<file path="src/hw/rtl/assert_macros.svh">
// assertion helpers shared by the rtl, clocked on clk, quiet while arst_n is low
`ifndef ASSERT_MACROS_SVH
`define ASSERT_MACROS_SVH

// property holds at every edge
`define WMF_ASSERT(lbl, prop, msg) \
	lbl: assert property (@(posedge clk) disable iff (!arst_n) (prop)) else $error(msg);

// consequence holds in the cycle after the trigger
`define WMF_ASSERT_NEXT(lbl, trig, prop, msg) \
	lbl: assert property (@(posedge clk) disable iff (!arst_n) (trig) |=> (prop)) else $error(msg);

`endif

</file>
<file path="src/hw/rtl/wmf_pkg.sv">
package wmf_pkg;

	localparam int RADIUS     = 4;
	localparam int MAX_COLS   = 1024;
	localparam int PIX_W      = 8;
	localparam int DIM_W      = 11;
	localparam int DIMX_W     = DIM_W + 1;
	localparam int SPAN       = 2 * RADIUS + 1;
	localparam int WIN        = SPAN * SPAN;
	localparam int LINE_DEPTH = 2 * RADIUS * MAX_COLS + 2 * RADIUS + 1;
	localparam int ADDR_W     = $clog2(LINE_DEPTH);
	localparam int SUM_W      = ADDR_W + 1;
	localparam int CNT_W      = $clog2(WIN + 1);
	localparam int SPAN_W     = $clog2(SPAN + 1);
	localparam int BIT_W      = $clog2(PIX_W + 1);
	localparam int PCNT_W     = 2 * DIM_W;
	localparam int CFG_IDX_W  = 2;

	localparam logic [CFG_IDX_W-1:0] REG_ROWS = CFG_IDX_W'(0);
	localparam logic [CFG_IDX_W-1:0] REG_COLS = CFG_IDX_W'(1);

	localparam logic OP_PIXEL = 1'b0;
	localparam logic OP_DRAIN = 1'b1;

	typedef struct packed {
		logic clear;
		logic push;
		logic start;
	} sel_ctrl_t;

	// circular address arithmetic, both operands below LINE_DEPTH
	function automatic logic [ADDR_W-1:0] mod_add(input logic [ADDR_W-1:0] a,
		input logic [ADDR_W-1:0] b);
		logic [SUM_W-1:0] s;
		s = {1'b0, a} + {1'b0, b};
		if (s >= SUM_W'(LINE_DEPTH))
			s = s - SUM_W'(LINE_DEPTH);
		return s[ADDR_W-1:0];
	endfunction

	function automatic logic [ADDR_W-1:0] mod_sub(input logic [ADDR_W-1:0] a,
		input logic [ADDR_W-1:0] b);
		logic [SUM_W-1:0] s;
		s = {1'b0, a} - {1'b0, b};
		if (s[ADDR_W])
			s = s + SUM_W'(LINE_DEPTH);
		return s[ADDR_W-1:0];
	endfunction

endpackage

</file>
<file path="src/hw/rtl/wmf_rank_sel.sv">
`include "assert_macros.svh"

module wmf_rank_sel (
	input  logic                       clk,
	input  logic                       arst_n,
	input  wmf_pkg::sel_ctrl_t         ctrl,
	input  logic [wmf_pkg::PIX_W-1:0]  push_data,
	output logic                       done,
	output logic [wmf_pkg::PIX_W-1:0]  result
);

	logic [wmf_pkg::PIX_W-1:0] win_q [wmf_pkg::WIN];
	logic [wmf_pkg::CNT_W-1:0] n_q;
	logic [wmf_pkg::CNT_W-1:0] t_q;
	logic [wmf_pkg::WIN-1:0]   cand_q;
	logic [wmf_pkg::BIT_W-1:0] bit_q;
	logic                      busy_q;
	logic                      done_q;
	logic [wmf_pkg::PIX_W-1:0] res_q;

	logic [wmf_pkg::WIN-1:0]   msb;
	logic [wmf_pkg::WIN-1:0]   zeros;
	logic [wmf_pkg::WIN-1:0]   therm;
	logic [wmf_pkg::CNT_W-1:0] z;

	always_comb begin
		for (int i = 0; i < wmf_pkg::WIN; i++) begin
			msb[i]   = win_q[i][wmf_pkg::PIX_W-1];
			therm[i] = (wmf_pkg::CNT_W'(i) < n_q);
		end
		zeros = cand_q & ~msb;
		z     = wmf_pkg::CNT_W'($countones(zeros));
	end

	// window values, shifted in on push and one bit plane up per select step
	always_ff @(posedge clk) begin
		if (ctrl.push) begin
			win_q[0] <= push_data;
			for (int i = 1; i < wmf_pkg::WIN; i++)
				win_q[i] <= win_q[i-1];
		end else if (busy_q) begin
			for (int i = 0; i < wmf_pkg::WIN; i++)
				win_q[i] <= win_q[i] << 1;
		end
	end

	always_ff @(posedge clk or negedge arst_n) begin
		if (!arst_n) begin
			n_q    <= '0;
			busy_q <= 1'b0;
			done_q <= 1'b0;
			bit_q  <= '0;
		end else begin
			done_q <= 1'b0;
			if (ctrl.clear)
				n_q <= '0;
			else if (ctrl.push)
				n_q <= n_q + wmf_pkg::CNT_W'(1);
			if (ctrl.start) begin
				busy_q <= 1'b1;
				bit_q  <= '0;
			end else if (busy_q) begin
				bit_q <= bit_q + wmf_pkg::BIT_W'(1);
				if (bit_q == wmf_pkg::BIT_W'(wmf_pkg::PIX_W - 1)) begin
					busy_q <= 1'b0;
					done_q <= 1'b1;
				end
			end
		end
	end

	// rank counted from the smallest value
	always_ff @(posedge clk) begin
		if (ctrl.start) begin
			cand_q <= therm;
			t_q    <= n_q - (n_q >> 1) - wmf_pkg::CNT_W'(1);
		end else if (busy_q) begin
			if (t_q < z) begin
				res_q  <= {res_q[wmf_pkg::PIX_W-2:0], 1'b0};
				cand_q <= zeros;
			end else begin
				res_q  <= {res_q[wmf_pkg::PIX_W-2:0], 1'b1};
				t_q    <= t_q - z;
				cand_q <= cand_q & msb;
			end
		end
	end

	assign done   = done_q;
	assign result = res_q;

	`WMF_ASSERT(a_count_bound, n_q <= wmf_pkg::CNT_W'(wmf_pkg::WIN), "window count overflow")
	`WMF_ASSERT(a_cand_live, !busy_q || (cand_q != '0) || (n_q == '0), "no candidate left")
	`WMF_ASSERT_NEXT(a_done_ends_run, done_q, !busy_q, "select still busy after done")

endmodule

</file>
<file path="config.mk">
export PLATFORM = sky130hd
export DESIGN_NAME = wmf_rank_sel
export DESIGN_NICKNAME = d
export VERILOG_FILES = /design/src/hw/rtl/wmf_pkg.sv /design/src/hw/rtl/wmf_rank_sel.sv
export VERILOG_INCLUDE_DIRS = /design/src /design/src/hw/rtl
export SDC_FILE = /design/constraint.sdc
export NUM_CORES = 1
export LEC_CHECK = 0
export BUFFER_PORTS_ARGS = -buffer_cell sky130_fd_sc_hd__buf_4
export CAP_MARGIN = 30
export CORE_ASPECT_RATIO = 1.4
export CORE_MARGIN = 4
export CORE_UTILIZATION = 30
export DETAILED_ROUTE_END_ITERATION = 10
export SETUP_SLACK_MARGIN = 0.02
export SYNTH_ARGS = -nofsm -noshare
export SYNTH_HDL_FRONTEND = slang
export SYNTH_SLANG_ARGS = --single-unit
</file>
<file path="constraint.sdc">
create_clock -name clk -period 16.3 [get_ports clk]
set_clock_uncertainty 0.15 [all_clocks]
set_input_delay 0.815 -clock clk [delete_from_list [all_inputs] [get_ports clk]]
set_output_delay 0.815 -clock clk [all_outputs]
set_load 0.03 [all_outputs]
</file>
==> flow_summary.ini <==
[cts]
cts_resized = 0
cts_buffers = 72
cts-root-buf = clkbuf_16
cts.sinks = 757
clk_pin_slew_ns = 0.06
cts_tree = done
clockBufferDepth = 3
h-tree-depth = 3
clkLatencyLatePin_ns = 0.65

[power]
power.density_nw_per_um2 = 120
p_leak_nw = 15.0
power_w = 0.00462
vdd_drop_max_uv = 83.7

[drt]
post_drt_wl_per_cell_um = 17.3
drc = 0
via_per_inst = 4.92
drt-initial-drc-count = 1382
ant_nets = 0
vias = 19700
dr.pass1.iters = 5
wl_um = 69200

[setup_path]
path_class = register to register
cp_max_fo = 35
crit_required_ns = 16.52
path_depth = 30
crit_slowest_cell = fa_1
reg2reg_from = win_q[0][287]$_DFFE_PP_
crit_path_end = cand_q[31]$_DFFE_PP_
worstSetupStartpoint = win_q[0][287]$_DFFE_PP_
r2r_cells = 30
start_kind = register
reg2reg_slack_ns = 7.60
critPathBufInv = 9
cp-end-kind = register
path_delay_family = adder cells
path_common_cell = fa_1
slowest_delay_ns = 0.55
reg2reg_to = cand_q[31]$_DFFE_PP_
cp.arrival_ns = 8.92

[die]
initial_core_util_pct = 30.3
die_y_um = 411
core_area_sq_um = 115000
io_pins = 22
dieArea_sq_um = 122000
fp-row-count = 147
dieWidth_um = 296

[finish]
nNetsFinal = 2585
drive_gt1_share_pct = 12.2
num_antenna_cells = 0
multi_input_area_sq_um = 11500
final_common_cell = edfxtp_1
seqCellArea_sq_um = 22000
finalNonFillerCells = 4006
final_cell_mix = edfxtp_1, a22o_1, nand2_1
area_growth_pct = 11.0
nFillCells = 11100

[yosys]
yosys.cell_types.count = 58
synthCells = 2509
synth-warning-count = 0
synth.area.top_cells = edfxtp_1, a22o_1, fa_1
ys_seq_area_share_pct = 63.2
synth_top_area_cell = edfxtp_1
netlist_area_sq_um = 34800
syn_area_per_cell_sq_um = 13.9
synth_edf_count = 679
ys.flop_type = edfxtp_1
syn_nets = 2636
synthArstFlopShare_pct = 1.72
synth_top_area_share_pct = 58.6
ys_ff_latch = 757

[global_routing]
grt_overflow_total = 0
grt_pass1_vias = 19700
antenna_found_initial = 0
track_usage_pct = 11.3
grt_first_pass_wirelength_um = 111000
grt_start_max_net_pins = 217

[status]
status = completed

[sta]
rsz0062_at_grt = false
fmax_ghz = 0.115
min_period_ns = 8.70
fin_setup_tns_ns = 0
hold_ws_ns = 0.256
max_slew_margin_pct = 27.0
worst_pin_slew_ns = 1.09
hold_violations = 0
drv_slew = 0
setup_violations = 0
period_share_pct = 53.4

[placed_design]
globalplace.congestion = 0.833
dp.cells = 3871
hpwl_um = 42700
io_buffer_count = 21

[min_path]
hp-class = input pin to register

[run]
drv_cap = 0
cell usage after synthesis (6+ instances only):
master	instances
a21boi_0	6
a21o_1	8
a21oi_1	28
a22o_1	390
a31o_2	24
a31oi_1	18
and2_1	17
and3_1	7
buf_1	9
buf_2	35
clkbuf_1	123
dfrtp_1	13
dfxtp_1	65
edfxtp_1	679
fa_1	72
ha_1	42
inv_1	125
mux2_2	116
nand2_1	156
nand2b_1	123
nand4_1	8
nor2_1	73
nor2b_1	15
nor3_1	16
o211ai_1	12
o21ai_0	153
o22ai_1	7
o31ai_1	16
o32ai_1	17
xnor2_1	76
xor2_1	6
how the worst min path moves through the flow:
stage                                    start                    endpoint  slack (ns)  cells past startpoint
floorplan           win_q[0][504]$_SDFFE_PP0P_  win_q[0][512]$_SDFFE_PP0P_        0.28                      2
CTS                                    ctrl[2]          n_q[5]$_DFFE_PN0P_        0.20                      2
global route                           ctrl[2]          n_q[5]$_DFFE_PN0P_        0.23                      2
finish                                 ctrl[2]          n_q[0]$_DFFE_PN0P_        0.26                      2
global placement     win_q[0][56]$_SDFFE_PP0P_   win_q[0][64]$_SDFFE_PP0P_        0.29                      2
detailed placement         result[3]$_DFFE_PP_         result[4]$_DFFE_PP_        0.29                      0
stage by stage:
step	setup WS, ns	util (%)	area, sq um
after global placement	7.13	31.6	36300
after global routing	7.17	33.6	38700
after detailed placement	7.57	31.6	36400
final	7.60	33.6	38700
after floorplan	7.07	-	34800
after CTS	7.60	33.6	38600
flip-flops by register name (all words and copies together) (netlist names):
signal,count
result,8
n_q,7
t_q,7
busy_q,1
win_q,648
bit_q,4
done,1
cand_q,81
final cells by class:
class                      instances  share of cell area [%]
multi-input combinational       1448                    29.8
clock inverter                    25                   0.550
tap                             1490                    4.82
clock buffer                     107                    5.21
inverter                         128                    1.26
sequential                       757                    57.0
timing repair buffer              51                    1.37
timing repair:
action | in CTS | in global routing
hold buffers | 1 | 0
endpoints found under the hold margin | 13 | 0
buffers inserted | 0 | 0
kinds of logic (layout without fill, tap and decap cells):
group,Yosys count,after routing,share of synthesized area (%)
buffers and inverters,304,311,3.71
XOR/XNOR,82,82,2.06
multiplexers,119,119,3.84
flip-flops,757,757,63.2
adder cells (fa/ha/maj),114,114,5.65
AND/OR/NAND/NOR,431,431,6.11
AO/OA/AOI/OAI,702,702,15.4
routing by layer:
layer	track usage (%)	routed length, um	vias to the layer above
met5	0	0	-
met4	5.70	3410	0
met3	2.23	2880	154
met2	18.9	33800	341
met1	13.8	29100	9862
li1	-	-	9362
power by group:
part	switching [W]	internal (W)	leakage, nW
Sequential	0.0000720	0.00222	8.96
Clock	0.000736	0.000883	1.07
Combinational	0.000385	0.000321	5.01
Note: power is estimated with default switching activity, not from simulation.
